## config.mk

```make
export PLATFORM = sky130hd
export DESIGN_NAME = ssis_coeff
export DESIGN_NICKNAME = d
export VERILOG_FILES = /design/src/rtl/ssis_pkg.sv /design/src/rtl/ssis_coeff.sv
export SDC_FILE = /design/constraint.sdc
export NUM_CORES = 2
export LEC_CHECK = 0
export BUFFER_PORTS_ARGS = -buffer_cell sky130_fd_sc_hd__buf_2
export CAP_MARGIN = 20
export CORE_AREA = 2 2 227 453
export DETAILED_ROUTE_END_ITERATION = 16
export DIE_AREA = 0 0 229 455
export GPL_TIMING_DRIVEN = 1
export PLACE_DENSITY = 0.83
export SLEW_MARGIN = 30
export SYNTH_ARGS = -nofsm -noshare
export SYNTH_HDL_FRONTEND = slang
export SYNTH_SLANG_ARGS = --single-unit
```

## constraint.sdc

```tcl
create_clock -name clk_i -period 11.9 [get_ports clk_i]
set_input_delay 2.38 -clock clk_i [delete_from_list [all_inputs] [get_ports clk_i]]
set_output_delay 2.38 -clock clk_i [all_outputs]
set_load 0.005 [all_outputs]
```

## src/rtl/ssis_pkg.sv

```systemverilog
// ssis_pkg: widths, register codes, pipeline structs and the saturation helper
// for the segment slope/intercept stream unit.
// No dependencies; every other file in rtl/ imports it.
package ssis_pkg;

  localparam int unsigned MAX_LENGTH = 4096;
  localparam int unsigned MIN_LENGTH = 2;

  localparam int unsigned LEN_W = $clog2(MAX_LENGTH + 1);
  localparam int unsigned IDX_W = $clog2(MAX_LENGTH);

  localparam int unsigned SMP_W  = 24;
  localparam int unsigned D_W    = SMP_W + 1;
  localparam int unsigned SEG_W  = 12;
  localparam int unsigned COEF_W = 37;
  localparam int unsigned DIFF_W = 38;
  localparam int unsigned TAG_W  = 8;
  localparam int unsigned WLEN_W = 13;

  // Working width for products plus one add, never below the saturation range.
  localparam int unsigned WIDE_W = (SMP_W + LEN_W + 3 > COEF_W + 1) ?
                                   (SMP_W + LEN_W + 3) : (COEF_W + 1);

  localparam int unsigned CFG_IDX_W  = 8;
  localparam int unsigned CFG_DATA_W = 13;

  localparam logic [CFG_IDX_W-1:0] REG_WAVE_LENGTH  = CFG_IDX_W'(0);
  localparam logic [CFG_IDX_W-1:0] REG_WAVEFORM_TAG = CFG_IDX_W'(1);

  localparam logic [WLEN_W-1:0] WAVE_LENGTH_RST  = WLEN_W'(2048);
  localparam logic [TAG_W-1:0]  WAVEFORM_TAG_RST = TAG_W'(0);

  // Result buffer: one final sample pushes up to three results at once.
  localparam int unsigned MAX_RES   = 3;
  localparam int unsigned NRES_W    = 2;
  localparam int unsigned RES_DEPTH = 4;
  localparam int unsigned RES_PTR_W = 2;
  localparam int unsigned RES_CNT_W = 3;

  localparam logic signed [COEF_W-1:0] COEF_MAX = {1'b0, {(COEF_W-1){1'b1}}};
  localparam logic signed [COEF_W-1:0] COEF_MIN = {1'b1, {(COEF_W-1){1'b0}}};

  typedef struct packed {
    logic [LEN_W-1:0] len;
    logic [TAG_W-1:0] tag;
  } cfg_t;

  typedef struct packed {
    logic signed [SMP_W-1:0] y;
    logic signed [SMP_W-1:0] y0;
    logic signed [SMP_W-1:0] fv;
    logic [IDX_W-1:0]        k;
    logic [LEN_W-1:0]        len;
    logic                    is_final;
    logic [TAG_W-1:0]        tag;
  } seg_work_t;

  typedef struct packed {
    logic signed [COEF_W-1:0] m;
    logic signed [COEF_W-1:0] q;
    logic signed [COEF_W-1:0] mw;
    logic signed [COEF_W-1:0] qw;
    logic [IDX_W-1:0]         k;
    logic                     emit_prev;
    logic                     is_final;
    logic [TAG_W-1:0]         tag;
  } seg_coef_t;

  typedef struct packed {
    logic [SEG_W-1:0]         segment_index;
    logic signed [COEF_W-1:0] slope;
    logic signed [COEF_W-1:0] intercept;
    logic signed [DIFF_W-1:0] slope_diff;
    logic signed [DIFF_W-1:0] intercept_diff;
    logic [TAG_W-1:0]         tag;
    logic                     last;
  } result_t;

  function automatic logic signed [COEF_W-1:0] sat_coef(
    input logic signed [WIDE_W-1:0] v
  );
    logic signed [WIDE_W-1:0] hi;
    logic signed [WIDE_W-1:0] lo;
    hi = WIDE_W'(COEF_MAX);
    lo = WIDE_W'(COEF_MIN);
    if (v > hi) begin
      return COEF_MAX;
    end else if (v < lo) begin
      return COEF_MIN;
    end
    return COEF_W'(v);
  endfunction

endpackage

```

## src/rtl/ssis_coeff.sv

```systemverilog
// ssis_coeff: slope and intercept of the closing segment and of the wrap segment,
// saturated and registered.
// Depends on ssis_pkg.
module ssis_coeff import ssis_pkg::*; (
  input  logic      clk_i,
  input  logic      rst_ni,
  input  seg_work_t work_i,
  input  logic      work_valid_i,
  output logic      work_ready_o,
  input  logic      coef_fire_i,
  output seg_coef_t coef_o,
  output logic      coef_valid_o
);

  seg_coef_t coef_q;
  logic      coef_valid_q;

  logic signed [D_W-1:0]       d;
  logic signed [D_W-1:0]       dw;
  logic signed [LEN_W:0]       len_s;
  logic signed [IDX_W:0]       k_s;
  logic signed [IDX_W:0]       km1_s;
  logic signed [D_W+LEN_W:0]   prod_m;
  logic signed [D_W+LEN_W:0]   prod_mw;
  logic signed [D_W+IDX_W:0]   prod_q;
  logic signed [D_W+IDX_W:0]   prod_qw;
  seg_coef_t                   coef_d;

  assign work_ready_o = !coef_valid_q || coef_fire_i;

  always_comb begin
    d       = D_W'(work_i.y) - D_W'(work_i.y0);
    dw      = D_W'(work_i.fv) - D_W'(work_i.y);
    len_s   = $signed({1'b0, work_i.len});
    k_s     = $signed({1'b0, work_i.k});
    // The closing segment starts at the previous sample, index k-1 (k is never zero here).
    km1_s   = $signed({1'b0, work_i.k - IDX_W'(1)});
    prod_m  = d * len_s;
    prod_mw = dw * len_s;
    prod_q  = d * km1_s;
    prod_qw = dw * k_s;

    coef_d.m         = sat_coef(WIDE_W'(prod_m));
    coef_d.q         = sat_coef(WIDE_W'(work_i.y0) - WIDE_W'(prod_q));
    coef_d.mw        = sat_coef(WIDE_W'(prod_mw));
    coef_d.qw        = sat_coef(WIDE_W'(work_i.y) - WIDE_W'(prod_qw));
    coef_d.k         = work_i.k;
    coef_d.emit_prev = (work_i.k != IDX_W'(1));
    coef_d.is_final  = work_i.is_final;
    coef_d.tag       = work_i.tag;
  end

  always_ff @(posedge clk_i or negedge rst_ni) begin
    if (!rst_ni) begin
      coef_valid_q <= 1'b0;
    end else if (work_ready_o) begin
      coef_valid_q <= work_valid_i;
    end
  end

  always_ff @(posedge clk_i) begin
    if (work_ready_o && work_valid_i) begin
      coef_q <= coef_d;
    end
  end

  assign coef_o       = coef_q;
  assign coef_valid_o = coef_valid_q;

endmodule

```

== After elaboration in Yosys (flattened, before gate mapping) ==
Cells that the tools add are included.

* Output and inout bits: 172
* Input port bits: 110
* Bits in registers: 171

* Reduce and logical (&&, ||, !) cells: 3
* Order comparisons: 8
* Add/subtract/negate cells: 5
* Multiply operators: 4
* Muxes and demuxes: 20
* Equal/unequal tests: 1

{| class="wikitable"
|+ Operator list
! kind !! number
|-
| 2-to-1 mux 37 bit || 12
|-
| greater-than comparator 39 x 37 -> 1 bit (second input constant) || 4
|-
| < comparator 39 x 37 -> 1 bit (second input constant) || 4
|-
| multiplier 25 x 14 -> 39 bit || 2
|-
| subtractor 24 x 38 -> 39 bit || 2
|-
| multiplier 25 x 13 -> 38 bit || 2
|-
| subtractor 24 x 24 -> 25 bit || 2
|-
| != test 12 x 1 -> 1 bit (second input constant) || 1
|-
| subtractor 12 x 1 -> 12 bit (second input constant) || 1
|-
| 2-to-1 mux 1 bit || 8
|-
| logical AND 1 bit || 1
|-
| zero test 1 bit || 1
|-
| logical OR 1 bit || 1
|}

== Logic depth before layout (Yosys ltp) ==
* Word-level depth: 7
* Depth in mapped cells: 40
* Mapped depth without buffers: 37

== Worst setup path after synthesis ==
Ideal clock, no wire load.

* Path type: input -> register
* Start: in work_i[92] (netlist bit)
* End: reg coef_q (netlist bit coef_o[67]), data pin
* Buffers on the path: 3
* Slack: 0.602 ns
* Cell stages on the path: 38
* Required time: 11.630 ns
* Library setup time: 0.270 ns
* Arrival time: 11.028 ns
* Path through: inv_1 ha_1 a21oi_1 o21ai_0 a21o_1 a221o_1 or4_1 nor3b_1 o31ai_1 o21bai_1 a21oi_1 xnor2_1 clkbuf_1 and2_1 fa_1 inv_1 fa_1 inv_1 (+2 left out) fa_1 inv_1 fa_1 inv_1 ha_1 clkbuf_1 nand4_1 nor4_1 and3_1 a31o_2 o31ai_1 a21oi_1 o21a_1 nor3_2 xnor2_1 o311ai_1 clkbuf_1 o21ai_0

{| class="wikitable"
|+ RTL lines
! what !! line !! RTL
|-
| start: declaration || ssis_coeff.sv:7 || <nowiki>input seg_work_t work_i,</nowiki>
|-
| end signal: assignment || ssis_coeff.sv:63 || <nowiki>coef_q <= coef_d;</nowiki>
|-
| end: declaration || ssis_coeff.sv:15 || <nowiki>seg_coef_t coef_q;</nowiki>
|}

==> results.py <==
metrics = {
    "cells_and_area": {
        "final_cell_mix": "inv_1, fa_1, nand2_1, and2_1, ha_1",
        "postLayoutCellArea_mm2": 0.0600,
        "final_common_cell": "inv_1",
        "final_nets": 8003,
        "fillers": 8324,
        "drive_gt1_share_pct": 9.26,
        "multi_input_area_mm2": 0.0441,
        "regArea_mm2": 0.00513,
        "area_delta_synth_final_pct": 8.76,
        "final_core_util_pct": 59.5,
    },
    "place": {
        "dp_hpwl_mm": 135,
        "portBuffers": 281,
        "routabilityCongestion": 1.02,
        "place_area_mm2": 0.0593,
    },
    "sta": {
        "period_needed_ps": 11430,
        "worst_slew_pin_slew_ps": 975,
        "drv_slew": 0,
        "setup_violations": 0,
        "fin_crit_sh_pct": 96.0,
        "relSlewSlack_pct": 35.0,
        "rsz0062_at_grt": "no",
        "setup-tns-final_ps": 0,
        "max_freq_mhz": 87.5,
        "skew_ps": 21.5,
        "hold_viol_final": 0,
    },
    "routing": {
        "postRouteAntennaNets": 0,
        "wl_mm": 161,
        "drt_first_pass_iters": 6,
        "drc": 0,
        "first_iter_violations": 2824,
        "routedWlPerCell_um": 21.2,
        "viasPerCell": 5.70,
        "vias": 43400,
    },
    "synth": {
        "ys_warn_count": 0,
        "ys_seq_elements": 171,
        "syn_avg_cell_area_um2": 9.18,
        "synth_area_mm2": 0.0551,
        "seq_area_frac_synth_pct": 9.30,
        "syn_inst": 6010,
        "synthTopCellsByArea": "fa_1, ha_1, inv_1",
        "synth.largest_area_cell": "fa_1",
        "yosys.area.top_type_share_pct": 43.9,
        "syn-num-nets": 7752,
        "synth_flop_cell": "edfxtp_1",
        "synth_cell_types": 82,
        "synthArstFlopShare_pct": 0.585,
        "synth_edf_count": 170,
    },
    "run": {
        "maxCapViolations": 0,
    },
    "floorplan": {
        "dieArea_mm2": 0.104,
        "start_util_pct": 54.7,
        "dieHeight_um": 455,
        "rows": 165,
        "core-area_mm2": 0.101,
        "die-width_um": 229,
        "num_io_pins": 282,
    },
    "global_routing": {
        "grt_pass1_wl_mm": 255,
        "grt_pass1_vias": 48700,
        "grt_start_max_net_pins": 71,
        "antenna_found_initial": 6,
        "grt_overflow": 0,
        "grt_usage_pct": 32.2,
    },
    "critical_path": {
        "r2r_slack_ps": 9680,
        "crit_end": "coef_o[94]",
        "max_stage_delay_ps": 580,
        "end_kind": "flip-flop",
        "startpoint_type": "input pin",
        "r2r_cells": 3,
        "r2r_end": "coef_o[40]",
        "startpoint": "work_i[34]",
        "crit_top_cell": "fa_1",
        "cp_top_family": "adder cells",
        "cp.required_ps": 12220,
        "cp_max_fo": 36,
        "crit_slowest_cell": "fa_1",
        "path_buf_inv": 7,
        "regToRegStartpoint": "coef_valid_o",
        "path_class": "in -> reg",
        "crit_cells": 36,
        "arrival_ps": 11750,
    },
    "clock_tree": {
        "htree_levels": 4,
        "cts_resized": 0,
        "cts_buffers": 17,
        "cts_root_buffer": "clkbuf_16",
        "cts.reportedPaths.clkPinSlew_ps": 70,
        "clock-sinks": 171,
        "cts_tree": "built",
        "insertion_delay_ps": 530,
        "max-clock-path-buffers": 2,
        "cts_setup_buffers": 0,
        "postCtsHoldBufs": 0,
    },
    "run_status": {
        "status": "finished clean",
    },
    "min_path": {
        "hp-class": "reg -> reg",
        "holdPathStages": 2,
    },
}
layer usage:
layer  share of wire [%]  wire length (um)  GRT usage [%]
met5               0.012                19              0
met4                  10             16800           28.3
met3                 6.9             11100           6.06
met2                  53             84800           59.0
met1                  30             48700           30.6
kinds of logic after synthesis:
group	count (synthesis)	share of synthesized area, %
buffers and inverters	1630	11.1
XOR/XNOR	239	3.80
multiplexers	3	0.0545
adder cells (fa/ha/maj)	1632	53.5
AND/OR/NAND/NOR	1654	14.5
AO/OA/AOI/OAI	681	7.70
flip-flops	171	9.30
stage by stage:
| stage | setup WS, ps | hold WS (ps) | instances |
|---|---|---|---|
| floorplan | 602 | 537 | 6010 |
| global route | 62.2 | 571 | 7612 |
| global placement | 199 | 503 | 7578 |
| detailed placement | -101 | 527 | 7578 |
| CTS | 436 | 545 | 7610 |
| finish | 473 | 542 | 7615 |
how the worst min path moves through the flow:
| stage | slack, ps | startpoint | to |
|---|---|---|---|
| 2_1_floorplan | 540 | coef_valid_o | coef_valid_o |
| 3_3_place_gp | 500 | coef_valid_o | coef_valid_o |
| 3_5_place_dp | 530 | coef_valid_o | coef_valid_o |
| 4_1_cts | 540 | coef_valid_o | coef_valid_o |
| 5_1_grt | 570 | coef_valid_o | coef_valid_o |
| 6_report | 540 | coef_valid_o | coef_valid_o |
cells in the mapped netlist (4+ instances only):
| cell | number |
|---|---|
| nor3b_1 | 4 |
| o21bai_1 | 22 |
| nor3_1 | 27 |
| o31ai_1 | 21 |
| nor4_1 | 9 |
| nor2b_1 | 80 |
| nand3_1 | 31 |
| nand2_1 | 631 |
| or4_1 | 5 |
| a31o_2 | 4 |
| inv_1 | 1374 |
| or2_2 | 11 |
| a21oi_1 | 183 |
| xnor2_1 | 148 |
| and2_1 | 433 |
| a2111oi_0 | 4 |
| fa_1 | 1210 |
| nand2b_1 | 72 |
| nand4_1 | 13 |
| xor2_1 | 91 |
| buf_2 | 13 |
| o211ai_1 | 10 |
| a31oi_1 | 21 |
| ha_1 | 422 |
| a211oi_1 | 18 |
| clkbuf_1 | 238 |
| o21ai_0 | 208 |
| o21a_1 | 29 |
| nor2_1 | 294 |
| and3_1 | 19 |
| a21o_1 | 93 |
| edfxtp_1 | 170 |
| or3_1 | 11 |
| o21ai_1 | 7 |
| a211o_1 | 6 |
sequential cells by signal, indices dropped and copies added (netlist names):
signal        cells
coef_valid_o      1
coef_o          170
area by class of cell:
type	count	share of cell area, %
multi-input cells	4209	73.6
inverters	1374	8.60
flip-flops and latches	171	8.55
repair buffers	488	5.39
well taps	1336	2.79
clock buffers	17	0.709
clock inverters	15	0.346
diodes	5	0.0209
tightest hold or removal path, delay by kind of cell (launching register included):
| kind | cells | cell delay [ps] |
|---|---|---|
| flops | 1 | 340 |
| simple gates | 2 | 170 |
Power is not shown: default switching activity piles up to over one toggle a cycle in this logic, so the estimate is an artifact.
