===== config.mk =====
export PLATFORM = sky130hd
export DESIGN_NAME = ssis_front_flat
export DESIGN_NICKNAME = d
export VERILOG_FILES = /design/src/rtl/ssis_pkg.sv /design/src/rtl/ssis_if.sv /design/src/rtl/ssis_front.sv /design/src/flat_wrapper.sv
export SDC_FILE = /design/constraint.sdc
export NUM_CORES = 1
export LEC_CHECK = 0
export BUFFER_PORTS_ARGS = -buffer_cell sky130_fd_sc_hd__buf_4
export CAP_MARGIN = 20
export CORE_MARGIN = 2
export CORE_UTILIZATION = 56
export CTS_BUF_LIST = sky130_fd_sc_hd__clkbuf_16
export DETAILED_ROUTE_END_ITERATION = 10
export PLACE_DENSITY = 0.86
export SYNTH_ARGS = -nofsm -noshare
export SYNTH_HDL_FRONTEND = slang
export SYNTH_SLANG_ARGS = --single-unit

===== constraint.sdc =====
create_clock -name clk_i -period 9.1 [get_ports clk_i]
set_input_delay 0.91 -clock clk_i [delete_from_list [all_inputs] [get_ports clk_i]]
set_output_delay 0.91 -clock clk_i [all_outputs]
set_load 0.02 [all_outputs]

===== src/rtl/ssis_pkg.sv =====
// ssis_pkg: widths, register codes, pipeline structs and the saturation helper
// for the segment slope/intercept stream unit.
// No dependencies; every other file in rtl/ imports it.
package ssis_pkg;

  localparam int unsigned MAX_LENGTH = 4096;
  localparam int unsigned MIN_LENGTH = 2;

  localparam int unsigned LEN_W = $clog2(MAX_LENGTH + 1);
  localparam int unsigned IDX_W = $clog2(MAX_LENGTH);

  localparam int unsigned SMP_W  = 24;
  localparam int unsigned D_W    = SMP_W + 1;
  localparam int unsigned SEG_W  = 12;
  localparam int unsigned COEF_W = 37;
  localparam int unsigned DIFF_W = 38;
  localparam int unsigned TAG_W  = 8;
  localparam int unsigned WLEN_W = 13;

  // Working width for products plus one add, never below the saturation range.
  localparam int unsigned WIDE_W = (SMP_W + LEN_W + 3 > COEF_W + 1) ?
                                   (SMP_W + LEN_W + 3) : (COEF_W + 1);

  localparam int unsigned CFG_IDX_W  = 8;
  localparam int unsigned CFG_DATA_W = 13;

  localparam logic [CFG_IDX_W-1:0] REG_WAVE_LENGTH  = CFG_IDX_W'(0);
  localparam logic [CFG_IDX_W-1:0] REG_WAVEFORM_TAG = CFG_IDX_W'(1);

  localparam logic [WLEN_W-1:0] WAVE_LENGTH_RST  = WLEN_W'(2048);
  localparam logic [TAG_W-1:0]  WAVEFORM_TAG_RST = TAG_W'(0);

  // Result buffer: one final sample pushes up to three results at once.
  localparam int unsigned MAX_RES   = 3;
  localparam int unsigned NRES_W    = 2;
  localparam int unsigned RES_DEPTH = 4;
  localparam int unsigned RES_PTR_W = 2;
  localparam int unsigned RES_CNT_W = 3;

  localparam logic signed [COEF_W-1:0] COEF_MAX = {1'b0, {(COEF_W-1){1'b1}}};
  localparam logic signed [COEF_W-1:0] COEF_MIN = {1'b1, {(COEF_W-1){1'b0}}};

  typedef struct packed {
    logic [LEN_W-1:0] len;
    logic [TAG_W-1:0] tag;
  } cfg_t;

  typedef struct packed {
    logic signed [SMP_W-1:0] y;
    logic signed [SMP_W-1:0] y0;
    logic signed [SMP_W-1:0] fv;
    logic [IDX_W-1:0]        k;
    logic [LEN_W-1:0]        len;
    logic                    is_final;
    logic [TAG_W-1:0]        tag;
  } seg_work_t;

  typedef struct packed {
    logic signed [COEF_W-1:0] m;
    logic signed [COEF_W-1:0] q;
    logic signed [COEF_W-1:0] mw;
    logic signed [COEF_W-1:0] qw;
    logic [IDX_W-1:0]         k;
    logic                     emit_prev;
    logic                     is_final;
    logic [TAG_W-1:0]         tag;
  } seg_coef_t;

  typedef struct packed {
    logic [SEG_W-1:0]         segment_index;
    logic signed [COEF_W-1:0] slope;
    logic signed [COEF_W-1:0] intercept;
    logic signed [DIFF_W-1:0] slope_diff;
    logic signed [DIFF_W-1:0] intercept_diff;
    logic [TAG_W-1:0]         tag;
    logic                     last;
  } result_t;

  function automatic logic signed [COEF_W-1:0] sat_coef(
    input logic signed [WIDE_W-1:0] v
  );
    logic signed [WIDE_W-1:0] hi;
    logic signed [WIDE_W-1:0] lo;
    hi = WIDE_W'(COEF_MAX);
    lo = WIDE_W'(COEF_MIN);
    if (v > hi) begin
      return COEF_MAX;
    end else if (v < lo) begin
      return COEF_MIN;
    end
    return COEF_W'(v);
  endfunction

endpackage


===== src/rtl/ssis_if.sv =====
// ssis_if: valid/ready channel interfaces for samples, results and config writes.
// Depends on ssis_pkg for field widths.
interface ssis_sample_if import ssis_pkg::*; ();
  logic                    valid;
  logic                    ready;
  logic signed [SMP_W-1:0] sample;

  modport source (output valid, output sample, input ready);
  modport sink   (input valid, input sample, output ready);
endinterface



===== src/rtl/ssis_front.sv =====
// ssis_front: sample acceptance, sample counter and first/previous sample store;
// registers one segment work item per accepted sample but the first of each waveform.
// Depends on ssis_pkg and ssis_sample_if.
module ssis_front import ssis_pkg::*; (
  input  logic       clk_i,
  input  logic       rst_ni,
  ssis_sample_if.sink sample_i,
  input  cfg_t       cfg_i,
  input  logic       work_ready_i,
  output seg_work_t  work_o,
  output logic       work_valid_o
);

  logic [IDX_W-1:0]        count_q;
  logic signed [SMP_W-1:0] first_q;
  logic signed [SMP_W-1:0] prev_q;
  seg_work_t               work_q;
  logic                    work_valid_q;

  logic take;
  logic is_start;
  logic is_final;

  assign sample_i.ready = !work_valid_q || work_ready_i;
  assign take           = sample_i.valid && sample_i.ready;
  assign is_start       = (count_q == '0);
  assign is_final       = !is_start && ((LEN_W'(count_q) + LEN_W'(1)) >= cfg_i.len);

  always_ff @(posedge clk_i or negedge rst_ni) begin
    if (!rst_ni) begin
      count_q      <= '0;
      work_valid_q <= 1'b0;
    end else begin
      if (take) begin
        count_q <= is_final ? '0 : count_q + IDX_W'(1);
      end
      if (take && !is_start) begin
        work_valid_q <= 1'b1;
      end else if (work_ready_i) begin
        work_valid_q <= 1'b0;
      end
    end
  end

  always_ff @(posedge clk_i) begin
    if (take) begin
      prev_q <= sample_i.sample;
      if (is_start) begin
        first_q <= sample_i.sample;
      end else begin
        work_q.y        <= sample_i.sample;
        work_q.y0       <= prev_q;
        work_q.fv       <= first_q;
        work_q.k        <= count_q;
        work_q.len      <= cfg_i.len;
        work_q.is_final <= is_final;
        work_q.tag      <= cfg_i.tag;
      end
    end
  end

  assign work_o       = work_q;
  assign work_valid_o = work_valid_q;

endmodule


===== src/flat_wrapper.sv =====
// flat-port wrapper written by rule: the top's interface ports become plain ports
module ssis_front_flat import ssis_pkg::*;
  (clk_i, rst_ni, cfg_i, work_ready_i, work_o, work_valid_o, sample_i_valid, sample_i_sample, sample_i_ready);
  ssis_sample_if sample_i_i ();
  input  logic clk_i;
  input  logic rst_ni;
  input  cfg_t cfg_i;
  input  logic work_ready_i;
  output seg_work_t work_o;
  output logic work_valid_o;
  input wire logic [$bits(sample_i_i.valid)-1:0] sample_i_valid;
  input wire logic [$bits(sample_i_i.sample)-1:0] sample_i_sample;
  output wire logic [$bits(sample_i_i.ready)-1:0] sample_i_ready;
  assign sample_i_i.valid = sample_i_valid;
  assign sample_i_i.sample = sample_i_sample;
  assign sample_i_ready = sample_i_i.ready;
  ssis_front u_core (.clk_i(clk_i), .rst_ni(rst_ni), .sample_i(sample_i_i), .cfg_i(cfg_i), .work_ready_i(work_ready_i), .work_o(work_o), .work_valid_o(work_valid_o));
endmodule

Yosys cells after proc, flatten, opt, wreduce, memory -nomap -nowiden
Cells that the tools add are included.

Bits in registers: 167. Input port bits: 49. Word-level logic and storage cells: 28.

Add/sub/neg operators: 2. Order comparisons: 1. Muxes and demuxes: 3. Bitwise operators: 1. Reduce and logical (&&, ||, !) cells: 10.

Operators with widths (number): $add A12 B1 Y13 const B (1); $ge A13 B13 Y1 (1); $add A12 B1 Y12 const B (1); $logic_not A12 Y1 (1); $mux W12 (1); $reduce_and A2 Y1 (2); $logic_and A1 B1 Y1 (3); $logic_not A1 Y1 (2); $mux W1 (2); $reduce_bool A2 Y1 (1); $logic_or A1 B1 Y1 (1); $not A1 Y1 (1).

Longest topological paths before layout
Depth after elaboration: 5. Depth in mapped cells: 11.

Worst setup path before layout
No wires, ideal clock.

Kind: input to register. Start: input work_ready_i. End: register u_core.work_q, in the netlist u_core.work_o[0], enable pin. Setup time: 459 ps. Arrival time: 4046 ps. Required time: 8641 ps. Slack: 4594 ps. Stages on the path: 6. Path buffers: 1. Cell sequence: nand2b_1 -> nand2_1 -> inv_1 -> buf_2 -> nand2_1 -> inv_1.

Longest elaborated chain between the ends: 3.

Ends and longest elaborated chain: from (decl) (line flat_wrapper.sv:8) `input logic work_ready_i;`; $logic_or A1 B1 Y1 (line ssis_front.sv:24) `assign sample_i.ready = !work_valid_q || work_ready_i;`; $logic_and A1 B1 Y1 (line ssis_front.sv:25) `assign take = sample_i.valid && sample_i.ready;`; via u_core.take (line ssis_front.sv:20) `logic take;`; $reduce_and A2 Y1 (no source line); to (decl) (line ssis_front.sv:17) `seg_work_t work_q;`.

The timed path passes the listed nets, and every way through them passes these cells. A chain may end at the register's enable or synchronous reset.

Worst setup path in the final report
Start: register u_core.count_q[0]. End: register u_core.count_q[7].

Longest elaborated chain between the ends: 4.

Ends and longest elaborated chain: from (decl) (line ssis_front.sv:14) `logic [IDX_W-1:0] count_q;`; from (signal assigned) (line ssis_front.sv:35) `count_q <= is_final ? '0 : count_q + IDX_W'(1);`; $add A12 B1 Y13 or $logic_not A12 Y1 (tied branches) (line ssis_front.sv:27, ssis_front.sv:26); $ge A13 B13 Y1 or $logic_not A1 Y1 (tied branches) (line ssis_front.sv:27) `assign is_final = !is_start && ((LEN_W'(count_q) + LEN_W'(1)) >= cfg_i.len);`; $logic_and A1 B1 Y1 (line ssis_front.sv:27); $mux W12 * (line ssis_front.sv:35).

Every way passes the cells marked *; elsewhere a longest branch is shown, timed or not.

==> impl_metrics.ini <==
[timing]
hold_ws_ps = 336.2
drv_slew = 0
setup_tns_ps = 0
finalClockSkew_ps = 10.04
timing.fmax_mhz = 302.0
period_needed_ps = 3311
final_hold_viol_count = 0
setup_viol = 0
tightestPinTransition_ps = 887.3
maxSlewHeadroom_pct = 40.85
finalCritPeriodShare_pct = 36.38
rsz0062_at_grt = no

[synth]
yosys.area_share.adder_pct = 3.232
synth_top_family_by_area = simple AND/OR/NAND/NOR gates
synth-seq-area-share_pct = 85.24
avgSynthCellArea_um2 = 19.42
synth.area.top_cells = edfxtp_1, dfrtp_1, ha_1
yosysTopAreaCellShare_pct = 79.64
ys_ff_latch = 167
synth-simple-area-share_pct = 4.913
synth_common_cells = edfxtp_1, inv_1, ha_1, nor2_1, nand2_1
synth_mux_area_share_pct = 0
synth-warning-count = 0
synth_area_mm2 = 0.005807
synth-edff-count = 154
synth_top_flop_cell = edfxtp_1
yosysUniqueCellTypes = 30
post-synth-top-area-cell = edfxtp_1
synth_compound_area_share_pct = 2.607
netlist_instances = 299
syn-num-nets = 363
async_flop_share_pct = 7.784
yosysMostFrequentCell = edfxtp_1
synth-xor-area-share_pct = 2.413

[drt]
drt-wirelength-per-cell_um = 17.69
drt-vias-per-instance = 5.053
drc = 0
final_antenna_net_count = 0
num_vias = 3133
dr.pass1.iters = 5
wirelength_um = 10970
drt-initial-drc-count = 166

[worst_setup_path]
worstPathRequired_ps = 9360
rrSetupSlack_ps = 5790
crit_start = u_core.count_q[0]
cpPeakStageDelay_ps = 480
cp-end-kind = flop
start_kind = flop
cp_common_cell = ha_1
r2r-start = u_core.count_q[0]
path_buf_inv = 0
path_cells = ha_1, nand3_1, nor4_2, xor2_1, ha_1, nand4_1, a2111oi_0, o21ai_0, a21oi_1, nor2_1
slowest_stage = a21oi_1
critPathTopFamily = compound AO/OA/AOI/OAI gates
worstSetupPathType = reg -> reg
cp.arrival_ps = 3570
path_max_fanout = 7

[cts]
clkTransAtPathRegs_ps = 60
root_buffer = clkbuf_16
cts_num_sinks = 167
cts_setup_buffers = 0
cts_tree = done
insertion_delay_ps = 410
ctsHoldBuffers = 0
clockBufferDepth = 2
htreeDepth = 4
post_cts_resize_count = 0
cts_buffers = 17

[final_layout]
fill_cells = 610
area_growth_pct = 34.50
instances_no_fill = 620
finalInstanceArea_mm2 = 0.007810
n_antenna_cell = 0
finalNetCount = 536
drive_gt1_share_pct = 40.50

[power]
power.total_uw = 2421
peakVddDrop_mv = 0.1825
p_per_area_mw_per_mm2 = 310.0
leakage_uw = 0.003182

[job]
drv_cap = 0

[place]
place_area_mm2 = 0.007154
dp_hpwl_um = 6863
gp_congestion = 0.8230
dpl.cell_count = 589
port_buffers = 156

[grt]
overflow = 0
grt_pass1_wl_um = 16720
grt_max_degree = 73
grt_usage_pct = 20.51
grt_pass1_vias = 3157
antenna_found_initial = 0

[die]
start_util_pct = 57.01
coreArea_mm2 = 0.01018
row_count = 37
die_w_um = 105.8
dieArea_mm2 = 0.01120
die_h_um = 105.8
ios = 157

[min_path]
hold_path_class = in -> async

[outcome]
outcome = finished clean
flip-flops by register name (all words and copies together), names as in the netlist:
register	count
u_core.prev_q	24
u_core.first_q	24
u_core.work_valid_o	1
u_core.count_q	12
u_core.work_o	106
through the flow:
stage | worst slack (ps) | utilization [%]
floorplan | 4594 | -
global placement | 5906 | 70.25
detailed placement | 5779 | 70.25
CTS | 5844 | 76.68
global route | 5428 | 76.68
finish | 5789 | 76.68
final timing paths:
kind,endpoint,cells after the start
worst max-delay path,u_core.count_q[7],10
worst min-delay path,u_core.count_q[0],1
worst max register to register,u_core.count_q[7],10
worst min register to register,u_core.work_o[69],0
max in group asynchronous,u_core.count_q[7],1
min in group clk_i,u_core.work_o[69],0
routing by layer:
| layer | GRT usage (%) | up-vias | routed length (µm) | part of all wire (%) |
|---|---|---|---|---|
| met2 | 36.68 | 132 | 5963 | 54 |
| li1 | - | 1466 | - | - |
| met5 | 0 | - | 0 | 0 |
| met3 | 5.875 | 16 | 688 | 6.3 |
| met4 | 5.827 | 0 | 129 | 1.2 |
| met1 | 24.25 | 1519 | 4189 | 38 |
worst reg2reg max path: cells and delay by family, from the launching register on:
family                   cells  cell delay, ps
AND/OR/NAND/NOR              4             940
flip-flops                   1             450
AO/OA/AOI/OAI                3            1060
adder cells (fa/ha/maj)      2             590
XOR/XNOR                     1             120
area by class of cell:
cell class	count	area (µm²)	share of cell area [%]
Clock buffer	17	425.4	5.447
Inverter	19	73.82	0.9452
Timing Repair Buffer	159	1194	15.28
Tap cell	136	170.2	2.179
Multi-Input combinational cell	108	767.0	9.821
Sequential cell	167	4950	63.38
Clock inverter	14	230.2	2.948
kinds of logic after synthesis:
kind of cell	Yosys count
compound gates	20
fa+ha+maj	15
flops	167
xor+xnor	16
buf+inv	24
simple gates	57
report_power, final:
part	internal, µW	switching [µW]
registers	1050	76.3
logic	193	320
clock network	512	274
total	1750	670
layout by cell type (no fill, tap or decap), types with 3 or more instances in the layout:
cell type	Yosys	layout
buf_4	0	159
clkbuf_16	0	17
and3_1	3	3
inv_1	19	20
nor2_1	15	14
dfrtp_1	13	13
edfxtp_1	154	154
xnor2_1	7	7
xor2_1	9	9
a21oi_1	5	5
nand2_1	14	14
bufinv_16	0	6
ha_1	15	15
o21ai_0	5	5
nor3_1	8	8
nand3_1	5	5
Power figures use the tool's default switching activity.
