**config.mk**
```make
export PLATFORM = sky130hd
export DESIGN_NAME = ssis_result_fifo_flat
export DESIGN_NICKNAME = d
export VERILOG_FILES = /design/src/rtl/ssis_pkg.sv /design/src/rtl/ssis_if.sv /design/src/rtl/ssis_result_fifo.sv /design/src/flat_wrapper.sv
export SDC_FILE = /design/constraint.sdc
export NUM_CORES = 2
export LEC_CHECK = 0
export BUFFER_PORTS_ARGS = -buffer_cell sky130_fd_sc_hd__buf_4
export CORE_UTILIZATION = 30
export DETAILED_ROUTE_END_ITERATION = 7
export PLACE_DENSITY = 0.55
export SLEW_MARGIN = 20
export SYNTH_ARGS = -nofsm -noshare
export SYNTH_HDL_FRONTEND = slang
export SYNTH_SLANG_ARGS = --single-unit
```
**constraint.sdc**
```tcl
create_clock -name clk_i -period 11.7 [get_ports clk_i]
set_clock_uncertainty 0.15 [all_clocks]
set_input_delay 2.34 -clock clk_i [delete_from_list [all_inputs] [get_ports clk_i]]
set_output_delay 2.34 -clock clk_i [all_outputs]
set_load 0.05 [all_outputs]
```
**src/rtl/ssis_pkg.sv**
```systemverilog
// ssis_pkg: widths, register codes, pipeline structs and the saturation helper
// for the segment slope/intercept stream unit.
// No dependencies; every other file in rtl/ imports it.
package ssis_pkg;

  localparam int unsigned MAX_LENGTH = 4096;
  localparam int unsigned MIN_LENGTH = 2;

  localparam int unsigned LEN_W = $clog2(MAX_LENGTH + 1);
  localparam int unsigned IDX_W = $clog2(MAX_LENGTH);

  localparam int unsigned SMP_W  = 24;
  localparam int unsigned D_W    = SMP_W + 1;
  localparam int unsigned SEG_W  = 12;
  localparam int unsigned COEF_W = 37;
  localparam int unsigned DIFF_W = 38;
  localparam int unsigned TAG_W  = 8;
  localparam int unsigned WLEN_W = 13;

  // Working width for products plus one add, never below the saturation range.
  localparam int unsigned WIDE_W = (SMP_W + LEN_W + 3 > COEF_W + 1) ?
                                   (SMP_W + LEN_W + 3) : (COEF_W + 1);

  localparam int unsigned CFG_IDX_W  = 8;
  localparam int unsigned CFG_DATA_W = 13;

  localparam logic [CFG_IDX_W-1:0] REG_WAVE_LENGTH  = CFG_IDX_W'(0);
  localparam logic [CFG_IDX_W-1:0] REG_WAVEFORM_TAG = CFG_IDX_W'(1);

  localparam logic [WLEN_W-1:0] WAVE_LENGTH_RST  = WLEN_W'(2048);
  localparam logic [TAG_W-1:0]  WAVEFORM_TAG_RST = TAG_W'(0);

  // Result buffer: one final sample pushes up to three results at once.
  localparam int unsigned MAX_RES   = 3;
  localparam int unsigned NRES_W    = 2;
  localparam int unsigned RES_DEPTH = 4;
  localparam int unsigned RES_PTR_W = 2;
  localparam int unsigned RES_CNT_W = 3;

  localparam logic signed [COEF_W-1:0] COEF_MAX = {1'b0, {(COEF_W-1){1'b1}}};
  localparam logic signed [COEF_W-1:0] COEF_MIN = {1'b1, {(COEF_W-1){1'b0}}};

  typedef struct packed {
    logic [LEN_W-1:0] len;
    logic [TAG_W-1:0] tag;
  } cfg_t;

  typedef struct packed {
    logic signed [SMP_W-1:0] y;
    logic signed [SMP_W-1:0] y0;
    logic signed [SMP_W-1:0] fv;
    logic [IDX_W-1:0]        k;
    logic [LEN_W-1:0]        len;
    logic                    is_final;
    logic [TAG_W-1:0]        tag;
  } seg_work_t;

  typedef struct packed {
    logic signed [COEF_W-1:0] m;
    logic signed [COEF_W-1:0] q;
    logic signed [COEF_W-1:0] mw;
    logic signed [COEF_W-1:0] qw;
    logic [IDX_W-1:0]         k;
    logic                     emit_prev;
    logic                     is_final;
    logic [TAG_W-1:0]         tag;
  } seg_coef_t;

  typedef struct packed {
    logic [SEG_W-1:0]         segment_index;
    logic signed [COEF_W-1:0] slope;
    logic signed [COEF_W-1:0] intercept;
    logic signed [DIFF_W-1:0] slope_diff;
    logic signed [DIFF_W-1:0] intercept_diff;
    logic [TAG_W-1:0]         tag;
    logic                     last;
  } result_t;

  function automatic logic signed [COEF_W-1:0] sat_coef(
    input logic signed [WIDE_W-1:0] v
  );
    logic signed [WIDE_W-1:0] hi;
    logic signed [WIDE_W-1:0] lo;
    hi = WIDE_W'(COEF_MAX);
    lo = WIDE_W'(COEF_MIN);
    if (v > hi) begin
      return COEF_MAX;
    end else if (v < lo) begin
      return COEF_MIN;
    end
    return COEF_W'(v);
  endfunction

endpackage

```
**src/rtl/ssis_if.sv**
```systemverilog


interface ssis_result_if import ssis_pkg::*; ();
  logic                     valid;
  logic                     ready;
  logic [SEG_W-1:0]         segment_index;
  logic signed [COEF_W-1:0] slope;
  logic signed [COEF_W-1:0] intercept;
  logic signed [DIFF_W-1:0] slope_diff;
  logic signed [DIFF_W-1:0] intercept_diff;
  logic [TAG_W-1:0]         tag;
  logic                     last;

  modport source (output valid, output segment_index, output slope, output intercept,
                  output slope_diff, output intercept_diff, output tag, output last,
                  input ready);
  modport sink   (input valid, input segment_index, input slope, input intercept,
                  input slope_diff, input intercept_diff, input tag, input last,
                  output ready);
endinterface


```
**src/rtl/ssis_result_fifo.sv**
```systemverilog
// ssis_result_fifo: small result buffer, up to three pushes and one pop a cycle;
// drives the result channel.
// Depends on ssis_pkg and ssis_result_if.
module ssis_result_fifo import ssis_pkg::*; (
  input  logic                 clk_i,
  input  logic                 rst_ni,
  input  logic [NRES_W-1:0]    push_n_i,
  input  result_t              slot_i [MAX_RES],
  output logic [RES_CNT_W-1:0] free_o,
  ssis_result_if.source        res_o
);

  result_t                mem_q [RES_DEPTH];
  logic [RES_PTR_W-1:0]   wr_q;
  logic [RES_PTR_W-1:0]   rd_q;
  logic [RES_CNT_W-1:0]   count_q;
  logic [RES_PTR_W-1:0]   off [RES_DEPTH];
  logic                   pop;
  result_t                head;

  assign pop    = res_o.valid && res_o.ready;
  assign free_o = RES_CNT_W'(RES_DEPTH) - count_q + RES_CNT_W'(pop);

  always_comb begin
    for (int e = 0; e < RES_DEPTH; e++) begin
      off[e] = RES_PTR_W'(e) - wr_q;
    end
  end

  always_ff @(posedge clk_i or negedge rst_ni) begin
    if (!rst_ni) begin
      wr_q    <= '0;
      rd_q    <= '0;
      count_q <= '0;
    end else begin
      wr_q    <= wr_q + RES_PTR_W'(push_n_i);
      rd_q    <= rd_q + RES_PTR_W'(pop);
      count_q <= count_q + RES_CNT_W'(push_n_i) - RES_CNT_W'(pop);
    end
  end

  always_ff @(posedge clk_i) begin
    for (int e = 0; e < RES_DEPTH; e++) begin
      if (RES_CNT_W'(off[e]) < RES_CNT_W'(push_n_i)) begin
        mem_q[e] <= slot_i[off[e]];
      end
    end
  end

  assign head                 = mem_q[rd_q];
  assign res_o.valid          = (count_q != '0);
  assign res_o.segment_index  = head.segment_index;
  assign res_o.slope          = head.slope;
  assign res_o.intercept      = head.intercept;
  assign res_o.slope_diff     = head.slope_diff;
  assign res_o.intercept_diff = head.intercept_diff;
  assign res_o.tag            = head.tag;
  assign res_o.last           = head.last;

endmodule

```
**src/flat_wrapper.sv**
```systemverilog
// flat-port wrapper written by rule: the top's interface ports become plain ports
module ssis_result_fifo_flat import ssis_pkg::*;
  (clk_i, rst_ni, push_n_i, slot_i, free_o, res_o_valid, res_o_segment_index, res_o_slope, res_o_intercept, res_o_slope_diff, res_o_intercept_diff, res_o_tag, res_o_last, res_o_ready);
  ssis_result_if res_o_i ();
  input  logic clk_i;
  input  logic rst_ni;
  input  logic [NRES_W-1:0] push_n_i;
  input  result_t slot_i[MAX_RES];
  output logic [RES_CNT_W-1:0] free_o;
  output wire logic [$bits(res_o_i.valid)-1:0] res_o_valid;
  output wire logic [$bits(res_o_i.segment_index)-1:0] res_o_segment_index;
  output wire logic [$bits(res_o_i.slope)-1:0] res_o_slope;
  output wire logic [$bits(res_o_i.intercept)-1:0] res_o_intercept;
  output wire logic [$bits(res_o_i.slope_diff)-1:0] res_o_slope_diff;
  output wire logic [$bits(res_o_i.intercept_diff)-1:0] res_o_intercept_diff;
  output wire logic [$bits(res_o_i.tag)-1:0] res_o_tag;
  output wire logic [$bits(res_o_i.last)-1:0] res_o_last;
  input wire logic [$bits(res_o_i.ready)-1:0] res_o_ready;
  assign res_o_valid = res_o_i.valid;
  assign res_o_segment_index = res_o_i.segment_index;
  assign res_o_slope = res_o_i.slope;
  assign res_o_intercept = res_o_i.intercept;
  assign res_o_slope_diff = res_o_i.slope_diff;
  assign res_o_intercept_diff = res_o_i.intercept_diff;
  assign res_o_tag = res_o_i.tag;
  assign res_o_last = res_o_i.last;
  assign res_o_i.ready = res_o_ready;
  ssis_result_fifo u_core (.clk_i(clk_i), .rst_ni(rst_ni), .push_n_i(push_n_i), .slot_i(slot_i), .free_o(free_o), .res_o(res_o_i));
endmodule
```
Word level (Yosys, flattened, before mapping)
Memory sizes are Yosys's and may differ from the RTL's.
Cells that the tools add are included.
{"block": "word_totals", "register_bits": 7, "ramBits": 684, "in_bits": 518, "out_inout_bits": 175, "word_cells": 48, "memories": 1}
{"block": "classes", "addsub": 10, "order_cmp": 8, "n_mux": 20, "n_bitwise": 4, "reduce_logical": 2}
{"memory": "u_core.mem_q", "words": 4, "width": 171, "read_ports": 1, "rd_ports_with_merged_regs": 0, "write_ports": 4, "line_no": "ssis_result_fifo.sv:13", "text": "result_t mem_q [RES_DEPTH];"}
{"cell": "binary-select mux 171 bit (select 2 bit)", "count": 4}
{"cell": "2-to-1 mux 171 bit", "count": 8}
{"cell": ">= comparator 3 bit, second input constant", "count": 4}
{"cell": "inverter 2 -> 3 bit", "count": 4}
{"cell": "< comparator 2 bit", "count": 4}
{"cell": "2-to-1 mux 1 bit", "count": 8}
{"cell": "subtractor 1 x 2 -> 2 bit, first input constant", "count": 2}
{"cell": "subtractor 2 bit, first input constant", "count": 2}
{"cell": "adder 3 x 1 -> 3 bit", "count": 1}
{"cell": "adder 3 x 2 -> 3 bit", "count": 1}
{"cell": "nonzero test 3 bit", "count": 1}
{"cell": "subtractor 3 x 1 -> 3 bit", "count": 1}
{"cell": "subtractor 3 bit, first input constant", "count": 1}
{"cell": "adder 2 x 1 -> 2 bit", "count": 1}
{"cell": "adder 2 bit", "count": 1}
{"cell": "logical AND 1 bit", "count": 1}

Logic depth before layout (Yosys ltp)
{"block": "logic_depth", "word_depth": 5, "ltp_mapped": 9, "mapped_depth_nobuf": 9}

Least setup slack after synthesis
No wires, ideal clock.
{"block": "synth_path", "path_type": "input to register", "start": "input port push_n_i[1]", "end": "memory u_core.mem_q[2][0] (netlist bit), enable pin", "setup_ps": 758, "arrival_time_ps": 11011, "required_ps": 10792, "setup_slack_ps": -219, "stages": 3, "n_path_buf": 0, "cell_sequence": "inv_1 -> ha_1 -> a21oi_1"}
{"item": "start: declaration", "line_no": "flat_wrapper.sv:7", "text": "input logic [NRES_W-1:0] push_n_i;"}
{"item": "end: declaration", "line_no": "ssis_result_fifo.sv:13"}

Final worst setup path
{"block": "layout_path", "start": "register u_core.rd_q[0]", "end": "output port res_o_slope[5]"}
{"block": "layout_via", "elab_chain_len": 1}
{"item": "start: declaration", "line_no": "ssis_result_fifo.sv:15", "text": "logic [RES_PTR_W-1:0] rd_q;"}
{"item": "start signal: assignment", "line_no": "ssis_result_fifo.sv:37", "text": "rd_q <= rd_q + RES_PTR_W'(pop);"}
{"item": "memory (4 x 171 bit)"}
{"item": "end: declaration", "line_no": "flat_wrapper.sv:12", "text": "output wire logic [$bits(res_o_i.slope)-1:0] res_o_slope;"}
No other way between the ends.

==> results.txt <==
Power Total = 16.5 mW
Initial Util = 0.304
Syn Area/Cell = 13.1 sq um
M1 GR Usage = 0.216
Total gr overflow = 0
Met3 GRT Util = 0.0339
Die Area = 129000 sq um
Fmax = 160 MHz
Core area = 126000 sq um
Syn Std Cell Area = 38300 sq um
Die Span Y = 359 um
Hold Crit Class = flop to flop
CP peak stage delay = 0.78 ns
Top-area cell type share of the netlist area = 0.537
Detail Route Antenna Nets = 0
Crit path cell chain = buf_4 -> buf_4 -> mux4_2 -> buf_4
Post-CTS Resized = 0
Worst setup SP type = flop
Port bufs = 692
Dpl cells = 4989
Routability cong. = 0.785
Max-Cap Viols = 0
Mapped Cells = 2912
Pwr Density = 351 nW/um^2
Commonest cells after routing, fill and taps aside = buf_4 (726), edfxtp_1 (684), o21ai_0 (589), mux2i_1 (346), nand3b_1 (338)
Drt drc = 0
Reg2Reg Launch Point = u_core.wr_q[1]
Worst Setup Path Type = flop to output port
IO Pins = 693
Final setup vio count = 0
Synth cell types = 27
CTS Buffer Depth = 3
Flop2flop setup slack = 6.62 ns
Clock sink count = 691
Tmin final = 6.23 ns
Critical Path Slowest Stage Cell = buf_4
Cell Rows = 130
Period utilization = 0.533
Status = finished clean
H-tree lvl count = 3
CTS tree = done
Clock Root Buffer = clkbuf_16
CP Buf/Inv Count = 3
WL/cell = 21.7 um
Area growth syn-to-layout = 22.7%
Total CTS buffers = 83
Max Slew Vio Count = 0
Hold Startpoint = u_core.count_q[2]
CP most frequent cell = buf_4
Worst VDD drop = 0.000636 V
Syn_nets = 3443
Antenna violations before repair = 18
Layout cells sized above 1 = 0.293
Final setup TNS = 0 ns
CP Capture Type = output port
Gr usage total = 0.170
Relative slew margins = 0.285
Post-CTS Setup Bufs = 0
GRT Max-Usage Layer = met2
Hold depth = 1
Nets = 3955
R2R Path End = u_core.mem_q[0][100]
Leakage = 17.2 nW
Dpl ws = 5.85 ns
Met2 GRT Util = 0.289
Worst min-delay path endpoint = u_core.count_q[2]
Via Count = 26600
Vias in the first global route = 26100
Cells on worst reg2reg path = 6
Critical Path RT = 9.21 ns
Post-synth top area cell = edfxtp_1
DIE WIDTH = 359 um
Register area share after synthesis = 0.541
Vias per Instance = 5.16
Top Family by Delay on Critical Path = buffers and inverters
Final std cells w/o fill = 5152
Final wirelength = 112000 um
Clk Latency, worst-skew pair = 0.63 ns
Fin worst setup slack = 5.47 ns
#FFs+latches synth = 691
DPL Wire Length = 74100 um
Commonest non-fill, non-tap cell in the layout = buf_4
Final Hold Viols = 0
DRT iter0 DRCs = 1859
Synth Warn # = 0
CP arrival = 3.74 ns
RSZ-0062 raised after global routing = false
Worst Tran Pin Value = 1.07 ns
TritonRoute pass-1 iters = 6
Hold-fix buffers, CTS = 0
First-pass GRT wire length = 167000 um
Worst-path maximum fanout = 38
CTS clock-pin slew for the worst setup and hold paths = 0.05 ns
Top area cells in the synthesized netlist = edfxtp_1 (54%), mux4_2 (10%), mux2i_1 (9.1%), o21ai_0 (7.7%), nand3b_1 (6.6%)
Largest net degree at the start of global routing = 212
through the flow:
step	hold WS, ns	util	cell area [sq um]
floorplan	0.323	-	38300
finish	0.377	0.372	46900
detailed placement	0.371	0.351	44300
global placement	0.374	0.351	44300
CTS	0.381	0.372	46900
global route	0.424	0.372	46900
cell usage after synthesis, drive strengths merged:
cell type / number
edfxtp: 684
o21ai: 678
mux2i: 346
nand3b: 338
buf: 180
mux4: 171
nand3: 171
or3b: 169
clkbuf: 123
inv: 16
ha: 10
dfrtp: 7
a21oi: 6
xor2: 4
fa: 3
nand2b: 2
and2: 1
nand2: 1
or3: 1
xnor2: 1
how the worst max path moves through the flow:
stage | cells after the start | start | to | slack (ns)
floorplan | 3 | push_n_i[1] | u_core.mem_q[0][0] | 3.35
global placement | 7 | push_n_i[0] | u_core.mem_q[1][85] | 5.82
detailed placement | 6 | push_n_i[1] | u_core.mem_q[1][84] | 5.85
CTS | 4 | u_core.rd_q[0] | res_o_slope[5] | 5.26
global route | 4 | u_core.rd_q[0] | res_o_slope[5] | 5.15
finish | 4 | u_core.rd_q[0] | res_o_slope[5] | 5.47
cells by family (layout without fill, tap and decap cells):
group | after synthesis | after routing | synth area share
DFF | 691 | 691 | 0.541
AOI/OAI and AO/OA | 684 | 684 | 0.0895
and+or+nand+nor | 683 | 683 | 0.128
muxes | 517 | 517 | 0.191
buffers and inverters | 319 | 900 | 0.0438
adders and majority gates | 13 | 13 | 0.00484
xor gates and xnor gates | 5 | 5 | 0.00114
other | 0 | 9 | 0
final cells by class:
cell class / count / area, sq um
Timing Repair Buffer: 730 / 5530
Inverter: 16 / 82.6
Antenna cell: 9 / 22.5
Clock buffer: 112 / 2270
Sequential cell: 691 / 20700
Multi-Input combinational cell: 1902 / 15900
Tap cell: 1650 / 2060
Clock inverter: 42 / 334
Fill cell: 12200 / 79100
flip-flops by register name (all words and copies together), names as in the netlist:
register / cells
u_core.mem_q: 684
u_core.wr_q: 2
u_core.rd_q: 2
u_core.count_q: 3
worst reg2reg max path, stage by stage, from the launching register on:
cell     delay, ns
dfrtp_4       0.95
buf_12        0.73
buf_4         0.74
buf_4         0.83
buf_4         0.85
mux2i_1       0.42
o21ai_0       0.11
per-layer routing:
layer / vias to the layer above / wire length [um]
met5: - / 102
met4: 16 / 2500
met3: 143 / 6460
met2: 686 / 56300
met1: 13200 / 46700
li1: 12600 / -
report_power, final:
group | internal (mW) | total [mW] | switching (mW)
registers | 4.77 | 5.17 | 0.406
logic | 2.94 | 8.82 | 5.88
clock network | 1.45 | 2.49 | 1.04
total | 9.16 | 16.5 | 7.32
No activity file was read; power rests on OpenSTA's default activity.
